--- config.mk ---
export PLATFORM = sky130hd
export DESIGN_NAME = ptb_entry_eval
export DESIGN_NICKNAME = d
export VERILOG_FILES = /design/src/rtl/core/ptb_pkg.sv /design/src/rtl/core/ptb_entry_eval.sv
export SDC_FILE = /design/constraint.sdc
export NUM_CORES = 1
export LEC_CHECK = 0
export BUFFER_PORTS_ARGS = -buffer_cell sky130_fd_sc_hd__buf_4
export CAP_MARGIN = 15
export CORE_MARGIN = 2
export CORE_UTILIZATION = 30
export DETAILED_ROUTE_END_ITERATION = 12
export MAX_ROUTING_LAYER = met4
export PLACE_DENSITY_LB_ADDON = 0.1
export SETUP_SLACK_MARGIN = 0.02
export SYNTH_ARGS = -nofsm -noshare
export SYNTH_HDL_FRONTEND = slang
export SYNTH_SLANG_ARGS = --single-unit
--- constraint.sdc ---
create_clock -name vclk -period 4.9
set_clock_uncertainty 0.05 [all_clocks]
set_input_delay 0.98 -clock vclk [all_inputs]
set_output_delay 0.98 -clock vclk [all_outputs]
set_load 0.005 [all_outputs]
--- src/rtl/core/ptb_pkg.sv ---
// ptb_pkg: shared constants, codes and types of the page table builder
// no dependencies; used by the channel interfaces, ptb_entry_eval and page_table_builder
package ptb_pkg;

  localparam int POOL_PAGES_DEF = 16;
  localparam int VA_W   = 64;
  localparam int PA_W   = 52;
  localparam int LEN_W  = 41;
  localparam int FLG_W  = 12;
  localparam int ST_W   = 3;
  localparam int NFP_W  = 5;
  localparam int FRM_W  = 40;   // address bits 51..12
  localparam int IDX_W  = 9;    // index bits of a table page of 512 entries
  localparam int CUR_W  = 54;   // physical cursor, holds start plus length
  localparam int OFF_W  = 8;    // page offset of a followed pointer

  // request kinds
  localparam logic [1:0] REQ_4K    = 2'd0;
  localparam logic [1:0] REQ_2M    = 2'd1;
  localparam logic [1:0] REQ_RANGE = 2'd2;

  // status codes
  localparam logic [ST_W-1:0] ST_OK         = 3'd0;
  localparam logic [ST_W-1:0] ST_MISALIGNED = 3'd1;
  localparam logic [ST_W-1:0] ST_NO_PDPT    = 3'd2;
  localparam logic [ST_W-1:0] ST_NO_PD      = 3'd3;
  localparam logic [ST_W-1:0] ST_NO_PT      = 3'd4;
  localparam logic [ST_W-1:0] ST_DIFFERENT  = 3'd5;

  // table levels
  localparam logic [1:0] LVL_PML4 = 2'd3;
  localparam logic [1:0] LVL_PDPT = 2'd2;
  localparam logic [1:0] LVL_PD   = 2'd1;
  localparam logic [1:0] LVL_PT   = 2'd0;

  // entry bits
  localparam int E_PRESENT = 0;
  localparam int E_WRITE   = 1;
  localparam int E_LARGE   = 7;
  localparam int E_NOEXEC  = 63;

  // verdict on one table entry
  typedef struct packed {
    logic             present;
    logic             refuse;     // large entry met while walking to a 4K leaf
    logic             off_ok;     // pointer names a pool page
    logic [OFF_W-1:0] off;
    logic             leaf_same;  // present leaf maps the requested frame
  } ptb_eval_t;

endpackage

--- src/rtl/core/ptb_entry_eval.sv ---
// ptb_entry_eval: shared compare/subtract unit judging one table entry
// depends on ptb_pkg
module ptb_entry_eval #(
  parameter int POOL_PAGES = ptb_pkg::POOL_PAGES_DEF
) (
  input  logic [63:0]                 entry,
  input  logic [ptb_pkg::FRM_W-1:0]   base_frame,
  input  logic [ptb_pkg::FRM_W-1:0]   pa_frame,
  input  logic [1:0]                  lvl,
  input  logic                        large_op,
  output ptb_pkg::ptb_eval_t          verdict
);
  logic [ptb_pkg::FRM_W-1:0] diff;

  assign diff = entry[51:12] - base_frame;

  always_comb begin
    verdict.present = entry[ptb_pkg::E_PRESENT];
    verdict.refuse  = !large_op && (lvl == ptb_pkg::LVL_PD) && entry[ptb_pkg::E_LARGE];
    verdict.off_ok  = diff < ptb_pkg::FRM_W'(POOL_PAGES);
    verdict.off     = diff[ptb_pkg::OFF_W-1:0];
    // 2M leaf compares bits 51..21 and needs the size bit
    if (large_op) begin
      verdict.leaf_same = entry[ptb_pkg::E_LARGE] && (entry[51:21] == pa_frame[39:9]);
    end else begin
      verdict.leaf_same = (entry[51:12] == pa_frame);
    end
  end
endmodule

* After elaboration in Yosys (flattened, before gate mapping) *
Index checks and enable logic that the tools add are counted.

word-level totals
  flip-flop bits (word level) = 0
  output and inout bits = 12
  word-level logic and storage cells = 10

operators by class
  add/subtract/negate cells = 1
  magnitude comparators = 1
  eq/ne operators = 3
  multiplexer cells = 1
  reduce and logical (&&, ||, !) cells = 4

operators with widths
  kind                                                         count
  equality test 40 bit                                         1
  less-than comparator 40 x 5 -> 1 bit, second input constant  1
  subtractor 40 bit                                            1
  equality test 31 bit                                         1
  logical AND 1 bit                                            3
  equality test 2 x 1 -> 1 bit, second input constant          1
  logical NOT 1 bit                                            1
  2-to-1 mux 1 bit                                             1

* Longest topological paths before layout *
Gate-level depths: netlist of the first run.

  word-level depth = 3
  gate-level depth with buffers = 14

* Least setup slack after synthesis of the first run *
Ideal clock, no wire load.

  path type = input to output
  start = input entry[12]
  end = output verdict[9] (netlist name)
  data arrival time = 3.416 ns
  data required time = 3.870 ns
  slack = 0.454 ns
  stages on the path = 14
  path buffers = 0
  cell sequence = inv_1 -> ha_1 -> inv_1 -> fa_1 -> a21o_1 -> a31oi_1 -> o21a_2 -> o21bai_4 -> xor2_1 -> a211oi_2 -> o2111ai_1 -> nor4_1 -> nand4_1 -> a2111oi_2

RTL lines
  what             RTL line              source
  start, declared  ptb_entry_eval.sv:6   input logic [63:0] entry,
  end, declared    ptb_entry_eval.sv:11  output ptb_pkg::ptb_eval_t verdict

==> flow_summary.json, run 1 <==
{
  "num_io_pins": 159,
  "hold-worst-slack_ns": 1.910,
  "end_kind": "output port",
  "status": "complete, no violations",
  "finalWorstPathRequiredPeriod_ns": 4.897,
  "grt-ovfl-total": 0,
  "grt_pass1_vias": 3955,
  "post-synth-top-count-cell": "inv_1",
  "n_clock_buffer": 0,
  "die_h_um": 105.7,
  "cp_common_cell": "buf_4",
  "final-max-slew-violation-count": 0,
  "maxCapViolations": 0,
  "area_growth_pct": 55.12,
  "yosysUniqueCellTypes": 71,
  "track_usage_pct": 21.22,
  "rsz0062_at_grt": "true",
  "grt_pass1_wl_mm": 18.99,
  "worst_setup_path_start_kind": "input pin",
  "drcViolationCount": 0,
  "crit_slowest_cell": "fa_1",
  "worst_slew_pin_slew_ns": 0.6091,
  "syn-cell-area_sq_um": 3100,
  "drive_above_1_share_pct": 38.18,
  "path_buf_inv": 5,
  "synth_area_per_cell_sq_um": 6.999,
  "vias_per_cell": 5.046,
  "routedWlPerCell_um": 15.08,
  "antenna_found_initial": 0,
  "power_density_nw_per_um2": 124.3,
  "initial_utilization_pct": 30.44,
  "design.die.area_sq_um": 11160,
  "num_vias": 3911,
  "core_area_sq_um": 10180,
  "nets": 828,
  "synth_nets": 630,
  "p_leak_nw": 2.427,
  "cp_cell_sequence": "buf_4 -> inv_1 -> ha_1 -> inv_1 -> fa_1 -> a21o_1 -> a31oi_2 -> o21a_2 -> buf_4 -> a21bo_4 -> nand3_2 -> a21oi_2 -> nor3_1 -> mux2_2 -> o2111ai_1 -> a2111oi_4 -> buf_4",
  "flops_and_latches": 0,
  "yosysTopAreaCell": "ha_1",
  "cp.required_ns": 3.87,
  "synth_top_area_share_pct": 15.74,
  "final_hold_viol_count": 0,
  "peakVddDrop_v": 0.00004517,
  "io_buffers": 135,
  "seqCellArea_sq_um": 0,
  "ctsHoldBuffers": 0,
  "setup_viol": 0,
  "syn_inst": 443,
  "yosysWarnings": 0,
  "synth_common_cells": "inv_1, a21oi_1, xor2_1, ha_1, nand2_1",
  "firstDrtPassIters": 4,
  "postRouteAntennaNets": 0,
  "worstHoldPathType": "in -> out",
  "hpwl_mm": 10.44,
  "first_iter_violations": 173,
  "critPathMaxStageDelay_ns": 0.38,
  "arrival_ns": 3.87,
  "synthTopCellsByArea": "ha_1, xor2_1, a21oi_1",
  "path_delay_family": "compound AO/OA/AOI/OAI gates",
  "gp_congestion": 0.8913,
  "path_class": "in -> out",
  "max_freq_mhz": 204.2,
  "fin_util_pct": 47.22,
  "n_antenna_cell": 0,
  "wl_mm": 11.69,
  "die_x_um": 105.7,
  "rows": 37,
  "fin_crit_sh_pct": 99.94,
  "synth-seq-area-share_pct": 0,
  "grt_max_degree": 10,
  "relSlewSlack_pct": 59.02,
  "cp_max_fo": 4
}
## placed cells by master (no fill, tap or decap), drive strengths merged, types with 5 or more instances in the layout
| cell | synthesis | routed |
|---|---|---|
| buf | 13 | 211 |
| inv | 51 | 51 |
| a21oi | 48 | 48 |
| xor2 | 47 | 47 |
| ha | 39 | 39 |
| nand2 | 32 | 32 |
| nor2 | 22 | 22 |
| o21ai | 22 | 22 |
| a21o | 16 | 16 |
| nand3 | 14 | 14 |
| xnor2 | 13 | 13 |
| nor4 | 13 | 13 |
| nand4 | 12 | 12 |
| o21a | 7 | 7 |
| a211oi | 7 | 7 |
| nor3 | 6 | 6 |
| o21bai | 6 | 6 |
| a31oi | 6 | 6 |
| a21boi | 5 | 5 |
## routing by layer
layer	global-route usage (%)	vias to the layer above	part of all wire, %
met4	0.5639	0	0.24
met2	37.00	126	47
li1	-	2017	-
met3	1.113	2	6.3
met5	-	-	0
met1	28.70	1766	46
## area by class of cell
class,count,area (sq um)
Timing Repair Buffer,211,1584
Inverter,51,191.4
Tap cell,136,170.2
Fill cell,1029,5375
Multi-Input combinational cell,377,2864
## path summary, 6_finish.rpt
path / cells after the start / to / startpoint
setup / recovery: 17 / verdict[9] / entry[12]
hold / removal: 0 / verdict[11] / entry[0]
## power breakdown
part | switching (W) | internal, W
clock | 0 | 0
combinational | 0.000296 | 0.000302
sequential | 0 | 0
total | 0.000296 | 0.000302
## stage by stage
step	TNS (ns)	cells	setup WS, ns	instance area, sq um	power (W)
3_3_place_gp	-0.2082	773	-0.2082	4716	0.0005808
4_1_cts	0	775	0.03647	4783	0.0005965
3_5_place_dp	-0.2175	773	-0.2175	4716	0.0005820
6_report	0	775	0.003062	4810	0.0005980
2_1_floorplan	0	443	0.4536	3100	0.0003204
5_1_grt	-0.1850	775	-0.1850	4810	0.0006595
## cells by family after synthesis
group / share of synthesized area, %
AND/OR/NAND/NOR: 19.82
XOR/XNOR: 16.95
buffers and inverters: 10.17
adder cells (fa/ha/maj): 16.38
multiplexers: 1.776
AO/OA/AOI/OAI: 34.91
## repair_timing
item                       in CTS  in global routing
buffers inserted                2                  0
setup endpoints to repair       1                  1
pin swaps                       8                  1
resized for setup               9                  3
Note: power is estimated with default switching activity, not from simulation.
==> run 2, diff against run 1 <==
Settings changed: CELL_PAD_IN_SITES_DETAIL_PLACEMENT from default to 1, CELL_PAD_IN_SITES_GLOBAL_PLACEMENT from default to 1.
==> run 2 against run 1 <==
Net effect:
- final area rose by 6.2%
- power rose by 9.1%
- cell count is 4.0% higher
- wire length increased by 14%
- global-route usage is 2.5 points higher
- utilization is 2.9 points higher
- sequential share of layout area unchanged
- worst hold slack barely moved
- via count increased by 6.9%
- non-clock buffer count up 31
- sequential cell count unchanged
- worst setup slack improved by 0.020 ns
- critical path type unchanged
==> flow_summary.json, run 2 (synthesis results as in run 1) <==
{
  "status": "complete, no violations",
  "initial_utilization_pct": 30.44,
  "grt-ovfl-total": 0,
  "cp-startpoint": "entry[16]",
  "n_antenna_cell": 0,
  "mostFrequentLayoutCells": "buf_4, inv_1, xor2_1",
  "rsz0062_at_grt": "true",
  "min_to": "verdict[11]",
  "n_clock_buffer": 0,
  "nets": 859,
  "cp.required_ns": 3.87,
  "min_delay_path_depth": 0,
  "setup_viol": 0,
  "hpwl_mm": 11.92,
  "die_h_um": 105.7,
  "power_density_nw_per_um2": 127.8,
  "layout_setup_ws_ns": 0.02286,
  "peakVddDrop_v": 0.00004506,
  "gp_congestion": 0.8795,
  "grt_pass1_wl_mm": 21.20,
  "drive_above_1_share_pct": 42.09,
  "finalWorstPathRequiredPeriod_ns": 4.877,
  "end_kind": "output port",
  "first_iter_violations": 197,
  "final_hold_viol_count": 0,
  "min_from": "entry[0]",
  "design.die.area_sq_um": 11160,
  "relSlewSlack_pct": 61.27,
  "maxCapViolations": 0,
  "grt_pass1_vias": 4411,
  "track_usage_pct": 23.72,
  "rows": 37,
  "area_growth_pct": 64.73,
  "instances_no_fill": 806,
  "antenna_found_initial": 0,
  "grt_max_degree": 10,
  "worstHoldPathType": "in -> out",
  "final-max-slew-violation-count": 0,
  "place_area_sq_um": 4956,
  "firstDrtPassIters": 4,
  "vias_per_cell": 5.185,
  "cp_max_fo": 3,
  "drcViolationCount": 0,
  "num_io_pins": 159,
  "num_vias": 4179,
  "worst_setup_path_start_kind": "input pin",
  "post-place-ws_ns": -0.3307,
  "routedWlPerCell_um": 16.46,
  "hold-worst-slack_ns": 1.910,
  "io_buffers": 135,
  "arrival_ns": 3.85,
  "fin_crit_sh_pct": 99.53,
  "flops_and_latches": 0,
  "ctsHoldBuffers": 0,
  "worst_slew_pin_slew_ns": 0.5756,
  "core_area_sq_um": 10180,
  "die_x_um": 105.7,
  "max_freq_mhz": 205.0,
  "path_class": "in -> out",
  "seqCellArea_sq_um": 0,
  "placed_cells": 805,
  "stdcell_area_sq_um": 5107,
  "p_leak_nw": 2.599,
  "final_common_cell": "buf_4",
  "setup_tns_ns": 0,
  "postRouteAntennaNets": 0,
  "wl_mm": 13.26
}
[run 2: cell count changes in the layout (fill, tap and decap cells not counted), sizes merged]
cell  before  now
buf      211  242
[run 2: cell type report]
cell class	count	area [sq um]
fillers	1354	5077
multi-input cells	377	2929
repair buffers	242	1817
well taps	136	170.2
inverters	51	191.4
[run 2: report_power, final]
group | leakage, nW | internal (W) | total (W) | switching (W)
clock network | 0 | 0 | 0 | 0
registers | 0 | 0 | 0 | 0
logic | 2.60 | 0.000331 | 0.000652 | 0.000322
total | 2.60 | 0.000331 | 0.000652 | 0.000322
[run 2: worst max-delay path, cell delays in order]
cell       delay (ns)
buf_4            0.12
ha_1             0.33
a211o_1          0.36
nor2_2           0.16
a21bo_2          0.19
a41oi_1          0.12
buf_4            0.18
a31o_2           0.23
a21oi_2          0.19
o21ai_1          0.11
xnor2_1          0.18
o2111ai_2        0.15
a2111oi_4        0.38
buf_4            0.17
[run 2: timing repair]
action / in CTS / in global routing
resized for setup: 21 / 5
pin swaps: 12 / 1
gates cloned: 0 / 0
setup endpoints to repair: 1 / 1
buffers inserted: 1 / 0
[run 2: layer usage]
| layer | wire, um | track usage [%] | vias up | share of wire [%] |
|---|---|---|---|---|
| li1 | - | - | 2073 | - |
| met1 | 5890 | 29.58 | 1988 | 44 |
| met2 | 6686 | 43.23 | 106 | 50 |
| met3 | 450 | 0.6184 | 12 | 3.4 |
| met4 | 237 | 4.135 | 0 | 1.8 |
| met5 | 0 | - | - | 0 |
[run 2: how the worst max path moves through the flow]
stage,endpoint
floorplan,verdict[9]
global placement,verdict[9]
detailed placement,verdict[9]
CTS,verdict[9]
global route,verdict[9]
finish,verdict[9]
[run 2: through the flow]
stage	utilization [%]	power (W)
final	50.15	0.0006525
after global routing	50.15	0.0007109
after CTS	49.86	0.0006472
after detailed placement	48.66	0.0006222
after global placement	48.66	0.0006086
after floorplan	-	0.0003204
